[src/rtl/turret_bearing_and_range_macros.svh]
// Assertion macros for the turret bearing and range controller
`ifndef TURRET_BEARING_AND_RANGE_MACROS_SVH
`define TURRET_BEARING_AND_RANGE_MACROS_SVH

// Same-cycle implication, disabled in reset
`define TBR_ASSERT_IMP(lbl, clk, rst_n, ante, cons, msg) \
  lbl: assert property (@(posedge clk) disable iff (!rst_n) (ante) |-> (cons)) \
    else $error(msg);

// Next-cycle implication, disabled in reset
`define TBR_ASSERT_NXT(lbl, clk, rst_n, ante, cons, msg) \
  lbl: assert property (@(posedge clk) disable iff (!rst_n) (ante) |=> (cons)) \
    else $error(msg);

`endif

[src/rtl/tbr_pkg.sv]
// Types, constants and the arctangent step table for turret bearing and range
package tbr_pkg;

  localparam int CFG_IDX_W = 2;
  localparam logic [CFG_IDX_W-1:0] REG_TARGET_X = 2'd0;
  localparam logic [CFG_IDX_W-1:0] REG_TARGET_Y = 2'd1;

  localparam int SQRT_STEPS = 17;
  localparam int VEC_W      = 44;
  localparam int ANG_W      = 24;
  localparam int SQ_W       = 35;

  localparam logic signed [ANG_W-1:0] ANG_HALF_TURN = 24'sd2949120;
  localparam logic signed [17:0] HALF_TURN  = 18'sd11520;
  localparam logic signed [17:0] FULL_TURN  = 18'sd23040;
  localparam logic signed [17:0] TRAVEL_MAX = 18'sd11488;

  typedef enum logic [2:0] {
    ST_IDLE,
    ST_SQUARE,
    ST_INIT,
    ST_ITER,
    ST_DONE
  } state_t;

  typedef struct packed {
    logic load;
    logic square;
    logic init;
    logic iter;
    logic finish;
  } cmd_t;

  // atan(2^-i) in 2^-14 degree
  function automatic logic signed [ANG_W-1:0] step_angle(input logic [4:0] i);
    logic signed [ANG_W-1:0] a;
    case (i)
      5'd0:  a = 24'sd737280;
      5'd1:  a = 24'sd435242;
      5'd2:  a = 24'sd229970;
      5'd3:  a = 24'sd116736;
      5'd4:  a = 24'sd58595;
      5'd5:  a = 24'sd29326;
      5'd6:  a = 24'sd14667;
      5'd7:  a = 24'sd7334;
      5'd8:  a = 24'sd3667;
      5'd9:  a = 24'sd1833;
      5'd10: a = 24'sd917;
      5'd11: a = 24'sd458;
      5'd12: a = 24'sd229;
      5'd13: a = 24'sd115;
      5'd14: a = 24'sd57;
      5'd15: a = 24'sd29;
      5'd16: a = 24'sd14;
      5'd17: a = 24'sd7;
      5'd18: a = 24'sd4;
      5'd19: a = 24'sd2;
      5'd20: a = 24'sd1;
      default: a = 24'sd0;
    endcase
    return a;
  endfunction

endpackage

[src/rtl/turret_bearing_and_range.sv]
// Top level: turret bearing and range to a configured target
// Usage:
//   Input channel (in_valid/in_stall) takes one turret pose: x, y in 1/1024 m
//   and heading in 1/64 degree. The result channel (out_valid/out_stall)
//   returns the bearing to the target relative to the heading, folded into
//   plus/minus 179.5 degrees, and the rounded range, saturated at 65535.
//   The target position is written over the cfg_ port (index 0 = x,
//   index 1 = y); cfg_ready is always high, other indexes are ignored.
//   One pose is worked at a time: load, square, setup, then
//   max(CORDIC_STEPS, 17) iterations of the shared CORDIC and square-root
//   step, then a final step to fold and register the result. With the
//   default of 16 steps, a new item is taken in the cycle after the result
//   is registered. The iteration count of the CORDIC / square-root unit
//   sets how long each item takes.
//   Reset clears the target registers and the stored last bearing to zero.
//   While the receiver stalls, the result holds; the next pose may still be
//   accepted and worked, and waits at its end until the output frees.
module turret_bearing_and_range #(
  parameter int CORDIC_STEPS = 16
) (
  input  logic                          clk,
  input  logic                          rst_n,
  input  logic                          in_valid,
  output logic                          in_stall,
  input  logic signed [15:0]            in_turret_x,
  input  logic signed [15:0]            in_turret_y,
  input  logic signed [14:0]            in_turret_heading,
  output logic                          out_valid,
  input  logic                          out_stall,
  output logic signed [14:0]            out_bearing,
  output logic [15:0]                   out_range,
  input  logic                          cfg_valid,
  output logic                          cfg_ready,
  input  logic [tbr_pkg::CFG_IDX_W-1:0] cfg_index,
  input  logic [15:0]                   cfg_data
);
  import tbr_pkg::*;

  localparam int ITERS = (CORDIC_STEPS > SQRT_STEPS) ? CORDIC_STEPS : SQRT_STEPS;
  localparam int CNT_W = $clog2(ITERS);

  cmd_t              cmd;
  logic [CNT_W-1:0]  step;

  assign cfg_ready = 1'b1;

  tbr_ctrl #(
    .ITERS (ITERS),
    .CNT_W (CNT_W)
  ) u_ctrl (
    .clk       (clk),
    .rst_n     (rst_n),
    .in_valid  (in_valid),
    .in_stall  (in_stall),
    .out_valid (out_valid),
    .out_stall (out_stall),
    .cmd       (cmd),
    .step      (step)
  );

  tbr_datapath #(
    .CORDIC_STEPS (CORDIC_STEPS),
    .CNT_W        (CNT_W)
  ) u_datapath (
    .clk               (clk),
    .rst_n             (rst_n),
    .cmd               (cmd),
    .step              (step),
    .cfg_valid         (cfg_valid),
    .cfg_index         (cfg_index),
    .cfg_data          (cfg_data),
    .in_turret_x       (in_turret_x),
    .in_turret_y       (in_turret_y),
    .in_turret_heading (in_turret_heading),
    .out_bearing       (out_bearing),
    .out_range         (out_range)
  );

endmodule

[src/rtl/tbr_ctrl.sv]
// Controller state machine sequencing one pose through the datapath
`include "turret_bearing_and_range_macros.svh"

module tbr_ctrl #(
  parameter int ITERS = 17,
  parameter int CNT_W = 5
) (
  input  logic              clk,
  input  logic              rst_n,
  input  logic              in_valid,
  output logic              in_stall,
  output logic              out_valid,
  input  logic              out_stall,
  output tbr_pkg::cmd_t     cmd,
  output logic [CNT_W-1:0]  step
);
  import tbr_pkg::*;

  state_t            state_r, state_nxt;
  logic [CNT_W-1:0]  cnt_r, cnt_nxt;
  logic              out_valid_r, out_valid_nxt;

  // State, counter and result flag registers
  always_ff @(posedge clk) begin
    if (!rst_n) begin
      state_r     <= ST_IDLE;
      cnt_r       <= '0;
      out_valid_r <= 1'b0;
    end else begin
      state_r     <= state_nxt;
      cnt_r       <= cnt_nxt;
      out_valid_r <= out_valid_nxt;
    end
  end

  // Next state and commands
  always_comb begin
    state_nxt     = state_r;
    cnt_nxt       = cnt_r;
    cmd           = '0;
    in_stall      = 1'b1;
    out_valid_nxt = out_valid_r && out_stall;
    case (state_r)
      ST_IDLE: begin
        in_stall = 1'b0;
        if (in_valid) begin
          cmd.load  = 1'b1;
          state_nxt = ST_SQUARE;
        end
      end
      ST_SQUARE: begin
        cmd.square = 1'b1;
        state_nxt  = ST_INIT;
      end
      ST_INIT: begin
        cmd.init  = 1'b1;
        cnt_nxt   = '0;
        state_nxt = ST_ITER;
      end
      ST_ITER: begin
        cmd.iter = 1'b1;
        if (cnt_r == CNT_W'(ITERS - 1)) begin
          state_nxt = ST_DONE;
        end else begin
          cnt_nxt = cnt_r + 1'b1;
        end
      end
      ST_DONE: begin
        if (!out_valid_r || !out_stall) begin
          cmd.finish    = 1'b1;
          out_valid_nxt = 1'b1;
          state_nxt     = ST_IDLE;
        end
      end
      default: state_nxt = ST_IDLE;
    endcase
  end

  assign out_valid = out_valid_r;
  assign step      = cnt_r;

  `TBR_ASSERT_NXT(a_finish_valid, clk, rst_n, cmd.finish, out_valid_r,
    "finished item not presented")
  `TBR_ASSERT_IMP(a_finish_free, clk, rst_n, cmd.finish, !out_valid_r || !out_stall,
    "result overwritten while stalled")
  `TBR_ASSERT_NXT(a_iter_end, clk, rst_n,
    state_r == ST_ITER && cnt_r == CNT_W'(ITERS - 1), state_r == ST_DONE,
    "iteration did not end")

endmodule

[src/rtl/tbr_datapath.sv]
// Datapath: differences, squares, CORDIC vectoring, square root and bearing fold
module tbr_datapath #(
  parameter int CORDIC_STEPS = 16,
  parameter int CNT_W        = 5
) (
  input  logic                              clk,
  input  logic                              rst_n,
  input  tbr_pkg::cmd_t                     cmd,
  input  logic [CNT_W-1:0]                  step,
  input  logic                              cfg_valid,
  input  logic [tbr_pkg::CFG_IDX_W-1:0]     cfg_index,
  input  logic [15:0]                       cfg_data,
  input  logic signed [15:0]                in_turret_x,
  input  logic signed [15:0]                in_turret_y,
  input  logic signed [14:0]                in_turret_heading,
  output logic signed [14:0]                out_bearing,
  output logic [15:0]                       out_range
);
  import tbr_pkg::*;

  logic signed [15:0]       target_x_r, target_y_r;
  logic signed [14:0]       last_bearing_r;
  logic signed [16:0]       dx_r, dy_r;
  logic signed [14:0]       head_r;
  logic [SQ_W-1:0]          sqx_r, sqy_r;
  logic signed [VEC_W-1:0]  x_r, y_r;
  logic signed [ANG_W-1:0]  z_r;
  logic                     zero_r;
  logic [SQ_W-1:0]          rem_r, root_r;
  logic signed [14:0]       bearing_r;
  logic [15:0]              range_r;

  // Configuration registers
  always_ff @(posedge clk) begin
    if (!rst_n) begin
      target_x_r <= '0;
      target_y_r <= '0;
    end else if (cfg_valid) begin
      case (cfg_index)
        REG_TARGET_X: target_x_r <= cfg_data;
        REG_TARGET_Y: target_y_r <= cfg_data;
        default: ;
      endcase
    end
  end

  // CORDIC start vector
  logic signed [VEC_W-1:0] x0, y0;
  assign x0 = {{(VEC_W - 41){dx_r[16]}}, dx_r, 24'b0};
  assign y0 = {{(VEC_W - 41){dy_r[16]}}, dy_r, 24'b0};

  // CORDIC step
  logic signed [VEC_W-1:0] xs, ys;
  logic signed [ANG_W-1:0] ang;
  logic                    cordic_on, sqrt_on;
  assign xs        = x_r >>> step;
  assign ys        = y_r >>> step;
  assign ang       = step_angle(5'(step));
  assign cordic_on = int'(step) < CORDIC_STEPS;
  assign sqrt_on   = int'(step) < SQRT_STEPS;

  // Square root digit
  logic [5:0]      bit_sh;
  logic [SQ_W-1:0] sq_bit, trial;
  assign bit_sh = 6'(2 * (SQRT_STEPS - 1) - 2 * int'(step));
  assign sq_bit = SQ_W'(1) << bit_sh;
  assign trial  = root_r + sq_bit;

  // Bearing fold and range rounding
  logic signed [ANG_W-1:0] z_rnd;
  logic signed [17:0]      angle, b, r, w;
  logic signed [14:0]      w_sat;
  logic [SQ_W-1:0]         root_rnd;
  always_comb begin
    z_rnd = (z_r + ANG_W'(128)) >>> 8;
    angle = zero_r ? 18'sd0 : 18'(z_rnd);
    b     = angle - 18'(head_r);
    r     = b + HALF_TURN;
    if (r < 0) begin
      r = r + FULL_TURN;
    end else if (r >= FULL_TURN) begin
      r = r - FULL_TURN;
    end
    w = r - HALF_TURN;
    if (w > TRAVEL_MAX || w < -TRAVEL_MAX) begin
      w_sat = last_bearing_r[14] ? -15'(TRAVEL_MAX) : 15'(TRAVEL_MAX);
    end else begin
      w_sat = 15'(w);
    end
    root_rnd = root_r + SQ_W'(rem_r > root_r);
  end

  // Last bearing state
  always_ff @(posedge clk) begin
    if (!rst_n) begin
      last_bearing_r <= '0;
    end else if (cmd.finish) begin
      last_bearing_r <= w_sat;
    end
  end

  // Working and result registers
  always_ff @(posedge clk) begin
    if (cmd.load) begin
      dx_r   <= 17'(target_x_r) - 17'(in_turret_x);
      dy_r   <= 17'(target_y_r) - 17'(in_turret_y);
      head_r <= in_turret_heading;
    end
    if (cmd.square) begin
      sqx_r <= SQ_W'(unsigned'(34'(dx_r) * 34'(dx_r)));
      sqy_r <= SQ_W'(unsigned'(34'(dy_r) * 34'(dy_r)));
    end
    if (cmd.init) begin
      rem_r  <= sqx_r + sqy_r;
      root_r <= '0;
      zero_r <= (dx_r == '0) && (dy_r == '0);
      if (dx_r[16]) begin
        x_r <= -x0;
        y_r <= -y0;
        z_r <= dy_r[16] ? -ANG_HALF_TURN : ANG_HALF_TURN;
      end else begin
        x_r <= x0;
        y_r <= y0;
        z_r <= '0;
      end
    end
    if (cmd.iter) begin
      if (cordic_on) begin
        if (!y_r[VEC_W-1]) begin
          x_r <= x_r + ys;
          y_r <= y_r - xs;
          z_r <= z_r + ang;
        end else begin
          x_r <= x_r - ys;
          y_r <= y_r + xs;
          z_r <= z_r - ang;
        end
      end
      if (sqrt_on) begin
        if (rem_r >= trial) begin
          rem_r  <= rem_r - trial;
          root_r <= (root_r >> 1) + sq_bit;
        end else begin
          root_r <= root_r >> 1;
        end
      end
    end
    if (cmd.finish) begin
      bearing_r <= w_sat;
      range_r   <= (root_rnd > SQ_W'(65535)) ? 16'hFFFF : 16'(root_rnd);
    end
  end

  assign out_bearing = bearing_r;
  assign out_range   = range_r;

endmodule

[config.mk]
export PLATFORM = sky130hd
export DESIGN_NAME = turret_bearing_and_range
export DESIGN_NICKNAME = d
export VERILOG_FILES = /design/src/rtl/tbr_pkg.sv /design/src/rtl/turret_bearing_and_range.sv /design/src/rtl/tbr_ctrl.sv /design/src/rtl/tbr_datapath.sv
export VERILOG_INCLUDE_DIRS = /design/src /design/src/rtl
export SDC_FILE = /design/constraint.sdc
export NUM_CORES = 2
export LEC_CHECK = 0
export BUFFER_PORTS_ARGS = -buffer_cell sky130_fd_sc_hd__buf_4
export CAP_MARGIN = 10
export CORE_MARGIN = 1
export CORE_UTILIZATION = 45
export CTS_CLUSTER_DIAMETER = 60
export DETAILED_ROUTE_END_ITERATION = 10
export PLACE_DENSITY = 0.66
export RECOVER_POWER = 25
export REMOVE_ABC_BUFFERS = 1
export SLEW_MARGIN = 25
export SYNTH_ARGS = -nofsm -noshare
export SYNTH_HDL_FRONTEND = slang
export SYNTH_HIERARCHICAL = 1
export SYNTH_SLANG_ARGS = --single-unit
[constraint.sdc]
create_clock -name clk -period 12 [get_ports clk]
set_input_delay 0.6 -clock clk [delete_from_list [all_inputs] [get_ports clk]]
set_output_delay 0.6 -clock clk [all_outputs]
set_load 0.01 [all_outputs]
* Yosys cells after proc, flatten, opt, wreduce, memory -nomap -nowiden
Memory sizes are Yosys's and may differ from the RTL's. A register that Yosys moved wholly into a read port is not among the register bits. Index checks and enable logic that the tools add are counted. Widths: inputs -> output; s select.
Storage, ports and cells: memories 1, bits in read-only memories 640, register bits 387, word-level logic and storage cells 129, output and inout port bits 34
Cells by class: reduce and logical (&&, ||, !) cells 15, multiplexer cells 47, $add $sub $neg 23, multipliers 2, shift-type cells 3, equality and inequality tests 10, magnitude comparators 9
Memories:
- (name not given) | words 32, bits a word 20, rd ports 1, clocked after Yosys merged registers in 1, wr ports 0, RTL line tbr_pkg.sv:37 | case (i)
Operators by type and width (count):
- $mux 44 | 10
- $mux 35 | 8
- $mux 24 | 6
- $add 44x44->44 | 2
- $neg 41->44 | 2
- $sshr 44x5->44 | 2
- $sub 44x44->44 | 2
- $mul 17x17->34 | 2
- $mux 18 | 3
- $add 34x34->35 | 1
- $add 34x35->35 | 1
- $add 35x1->35 | 1
- $add 35x35->35 | 1
- $ge 35x35->1 | 1
- $gt 35x16->1 const B | 1
- $gt 35x35->1 | 1
- $shl 1x6->35 const A | 1
- $sub 35x35->35 | 1
- $logic_not 17->1 | 2
- $sub 16x16->17 | 2
- $mux 15 | 2
- $add 24x24->24 | 1
- $add 24x9->24 const B | 1
- $sub 24x24->24 | 1
- other kinds (32) | 54

* Depth between registers and ports, before layout
word-level depth 11, depth in mapped cells 40

* By module
Netlist, hierarchy kept.
Modules (own cells, without submodules):
- tbr_datapath | sequential area each 8718.4 µm², cells an instance 6281, area an instance 54876.4 µm², instances 1
- tbr_ctrl | sequential area each 180.2 µm², cells an instance 66, area an instance 526.8 µm², instances 1
- turret_bearing_and_range | sequential area each 0.0 µm², cells an instance 2, area an instance 11.3 µm², instances 1

* Worst setup path before layout
Ideal clock, no wire load.
path kind register -> register, start point register u_ctrl.cnt_r[2] (netlist: u_ctrl/step[2]), end point register u_datapath.rem_r[8], setup time 0.074 ns, period minus slack after synthesis 8.484 ns, data arrival time 8.410 ns, path slack 3.516 ns, stages on the path, launching flop included 39, path through dfxtp_1 clkbuf_1 buf_1 clkbuf_1 buf_1 clkbuf_1 buf_1 nor2_1 mux2i_1 nor2b_1 ha_1 ha_1 a21oi_1 o21bai_1 a31o_2 a31o_2 a31o_2 a31o_2 [... 3 more ...] and3_1 o21ai_0 xor2_1 ha_1 a21o_1 a21o_1 a21o_1 a21oi_1 o21bai_1 a221o_1 a31oi_1 o21a_1 o21ai_0 a21o_1 nand2_1 clkbuf_1 o211ai_1 o21ai_0
Between the ends: word-level cells in the longest chain between the ends 7, elaborated cells between the ends (all ways) 9, those cells by class 3 x add/sub; 2 x order compare; 1 x shift; 3 x mux
RTL lines:
- start: declaration | RTL line tbr_ctrl.sv:20 | logic [CNT_W-1:0] cnt_r, cnt_nxt;
- start signal: assignment | RTL line tbr_ctrl.sv:31 | cnt_r <= cnt_nxt;
- $sub 6x6->6 | RTL line tbr_datapath.sv:65 | assign bit_sh = 6'(2 * (SQRT_STEPS - 1) - 2 * int'(step));
- $shl 1x6->35 | RTL line tbr_datapath.sv:66 | assign sq_bit = SQ_W'(1) << bit_sh;
- $add 35x35->35 | RTL line tbr_datapath.sv:67 | assign trial = root_r + sq_bit;
- $sub 35x35->35 or $ge 35x35->1 (tied branches) | RTL line tbr_datapath.sv:141, tbr_datapath.sv:140
- $mux 35 | RTL line tbr_datapath.sv:140 | if (rem_r >= trial) begin
- $mux 35 * | RTL line tbr_datapath.sv:139 | if (sqrt_on) begin
- $mux 35 * | RTL line tbr_datapath.sv:127 | if (cmd.iter) begin
- end signal: assignment | RTL line tbr_datapath.sv:114 | rem_r <= sqx_r + sqy_r;
- end signal: assignment | RTL line tbr_datapath.sv:141 | rem_r <= rem_r - trial;
- end: declaration | RTL line tbr_datapath.sv:29 | logic [SQ_W-1:0] rem_r, root_r;
Every way passes the cells marked *; elsewhere a longest branch is shown, timed or not. A chain may end at the register's enable or synchronous reset.

* Final worst setup path
start point register u_ctrl.cnt_r[0] (netlist: u_ctrl/step[0]), end point register u_datapath.rem_r[3]
Same word-level chain as after synthesis.

==> summary.txt <==
Floorplanning
  – Die height: 353 um
  – # IOs: 104
  – Initial Util: 45.4%
  – Number of cell rows: 128
  – Die X: 353 um
  – Core box area: 0.122 mm2
  – Die Footprint: 0.125 mm2

STA
  – Final clock skew: 0.0835 ns
  – Final TNS setup: 0 ns
  – Max_slew headroom: -152%
  – F_max: 109 MHz
  – Final hold viol count: 0
  – Slew Viols, Final: 135
  – RSZ-0062 raised after global routing: no
  – Post-layout min period: 9.16 ns
  – Period utilization: 76.3%
  – Setup Viol. Count Final: 0
  – Worst-Margin Slew: 3.78 ns
  – Final setup margin: 2.84 ns

Synth
  – Syn Inst Count: 6349
  – Sequential share of the synthesized area: 16.1%
  – Synthesized area: 0.0554 mm2
  – Count of unique library cells instantiated by Yosys: 103
  – Number of flops mapped to enable cells by yosys: 147
  – Largest cells by area after synthesis: fa_1 (20%), ha_1 (12%), dfxtp_1 (8.1%)
  – Ys async rst share: 0%
  – Share of the synthesized area in the top cell type: 19.9%
  – Cell taking the most area after synthesis: fa_1
  – Syn avg cell area: 8.73 um2
  – Synthesis Warnings: 6
  – #FFs+latches synth: 371
  – Synth Flop Type: dfxtp_1

Clock tree
  – Clk_lat worst skew: 0.69 ns
  – Hold_buf cts: 0
  – Post-cts resize count: 0
  – Root Buffer: clkbuf_16
  – TritonCTS clock tree: yes
  – Clock buffer depth: 3
  – Clock buffer count from CTS: 61
  – Number of setup buffers added after CTS: 0
  – # H-tree levels: 2
  – CTS clk-pin slew, worst paths: 0.06 ns
  – Clk sinks: 371

Finish
  – Post-layout instance count excluding filler cells: 7975
  – N_diodes: 0
  – Nets@finish: 7433
  – Area growth, synth to finish: 7.73%
  – # fillers: 11.7k
  – Most common cell after layout, fill and taps aside: inv_1
  – Highest-count cells in the layout ignoring fill and taps: inv_1 (800), nand2_1 (573), fa_1 (551)
  – Layout cell share with drive strength beyond 1: 7.32%

Placement
  – Final GP Congestion: 0.955
  – Pre-CTS setup slack: 2.89 ns
  – Cells after DPL: 7859
  – HPWL after DPL: 116000 um
  – # port buffers: 102

Drt
  – Detailed-route via count: 45.1k
  – DRT Wirelength: 148000 um
  – Routed Antenna Nets: 0
  – Pre-antenna DRT Iters: 6
  – Initial drt markers: 3518
  – DR WL/cell: 18.6 um
  – Remaining DRCs: 0
  – Post-DR vias/cell: 5.66

Setup path
  – Critical path launch point type: flip-flop
  – Max incr delay on CP: 0.84 ns
  – Slowest-stage cell, CP: dfxtp_4
  – Critical path required time: 12.58 ns
  – Worst Path Max Fanout: 64
  – Data arrival time of the worst path: 9.74 ns
  – Most frequent CP cell: a31o_2
  – Crit path capture type: flip-flop
  – WS Path Type: flip-flop to flip-flop

Status
  – Failing checks: capacitance limit, slew limit
  – Status: finished with violations

GRT
  – Remaining global-route overflow: 0
  – Initial antenna violation count: 0
  – Vias in the first global route: 45.3k
  – Largest net degree at the start of global routing: 108
  – Overall global routing resource usage: 23.8%
  – Global-route wire length before repair: 240000 um

Worst hold path
  – Hold Path Class: input pin to flip-flop

Flow run
  – Maxcap violations: 4
==> stage by stage <==
stage                     hold slack, ns  utilization [%]  cell area (um2)
final                              0.124             48.9            59700
after global routing              0.0835             48.9            59700
after CTS                         0.0426             49.0            59800
after detailed placement           0.451             47.2            57600
after global placement             0.446             47.2            57600
after floorplan                    0.436                -            54400
==> flip-flops by register name (all words and copies together), names as in the netlist <==
register and count:
u_datapath/root_r 35, u_datapath/x_r 44, u_datapath/head_r 15, u_datapath/last_bearing_r 1
u_datapath/y_r 44, u_datapath/dx_r 17, u_datapath/dy_r 17, u_ctrl/step 5
u_ctrl/out_valid 1, u_datapath/out_range 16, u_datapath/rem_r 35, u_datapath/target_x_r 16
u_datapath/z_r 24, u_datapath/sqy_r 33, u_datapath/target_y_r 16, u_datapath/sqx_r 33
u_datapath/zero_r 1, u_datapath/out_bearing 15, u_ctrl/state_r 3
==> worst paths after layout <==
path	from	end	slack (ns)	cells after the start
setup / recovery	u_ctrl/step[0]$_SDFFE_PN0P_	u_datapath/rem_r[3]$_DFF_P_	2.84	34
hold / removal	in_turret_heading[7]	u_datapath/head_r[7]$_DFFE_PP_	0.12	1
setup reg to reg	u_ctrl/step[0]$_SDFFE_PN0P_	u_datapath/rem_r[3]$_DFF_P_	2.84	34
hold reg to reg	u_datapath/target_x_r[5]$_SDFFE_PN0P_	u_datapath/target_x_r[5]$_SDFFE_PN0P_	0.46	2
==> per-layer routing <==
layer | track usage, % | vias up | part of all wire, %
li1 | - | 21500 | -
met5 | 0 | - | 0
met4 | 7.67 | 0 | 3.2
met3 | 2.86 | 251 | 5.7
met2 | 40.2 | 1303 | 47
met1 | 31.6 | 22000 | 44
==> cell type report <==
| type | count | area [um2] | area share, % |
|---|---|---|---|
| Multi-Input combinational cell | 4901 | 42400 | 71.1 |
| Sequential cell | 371 | 8910 | 14.9 |
| Inverter | 815 | 3060 | 5.12 |
| Tap cell | 1625 | 2030 | 3.41 |
| Clock buffer | 78 | 1690 | 2.84 |
| Timing Repair Buffer | 148 | 985 | 1.65 |
| Clock inverter | 37 | 581 | 0.972 |
==> worst max-delay path, delay by kind of cell (launching register included) <==
kind | cells | cell delay, ns
flops | 1 | 0.84
fa+ha+maj | 4 | 1.22
xor+xnor | 2 | 0.46
simple gates | 4 | 0.48
mux | 2 | 1.09
buf+inv | 2 | 0.79
compound gates | 20 | 4.14
==> cells in the mapped netlist (24+ instances only) <==
| cell type | n |
|---|---|
| or3_1 | 58 |
| o21ai_0 | 359 |
| dfxtp_1 | 224 |
| nand3_1 | 137 |
| a31o_2 | 24 |
| o211ai_1 | 66 |
| a31oi_1 | 74 |
| xnor2_1 | 317 |
| nor3_1 | 97 |
| o21bai_1 | 41 |
| mux2i_1 | 99 |
| a211oi_1 | 24 |
| nand4_1 | 36 |
| nand2_1 | 575 |
| nor2b_1 | 62 |
| mux4_2 | 112 |
| fa_1 | 551 |
| and2_1 | 148 |
| buf_1 | 28 |
| a21oi_1 | 372 |
| clkbuf_1 | 206 |
| inv_1 | 799 |
| ha_1 | 514 |
| nor2_1 | 431 |
| o21a_1 | 53 |
| mux2_2 | 49 |
| a21boi_0 | 28 |
| or2_2 | 24 |
| xor2_1 | 155 |
| nand2b_1 | 75 |
| edfxtp_1 | 147 |
| o31ai_1 | 38 |
| a21o_1 | 106 |
| and3_1 | 54 |
==> logic make-up (layout without fill, tap and decap cells) <==
| family | Yosys count | count (layout) | synth area share [%] |
|---|---|---|---|
| XOR/XNOR | 473 | 473 | 7.49 |
| flip-flops | 371 | 371 | 16.1 |
| AND/OR/NAND/NOR | 1780 | 1780 | 15.3 |
| AO/OA/AOI/OAI | 1322 | 1322 | 14.9 |
| buffers and inverters | 1077 | 1078 | 7.44 |
| other | 1 | 1 | 0.00677 |
| adder cells (fa/ha/maj) | 1065 | 1065 | 31.5 |
| multiplexers | 260 | 260 | 7.34 |
Power is not shown: default switching activity piles up to over one toggle a cycle in this logic, so the estimate is an artifact.
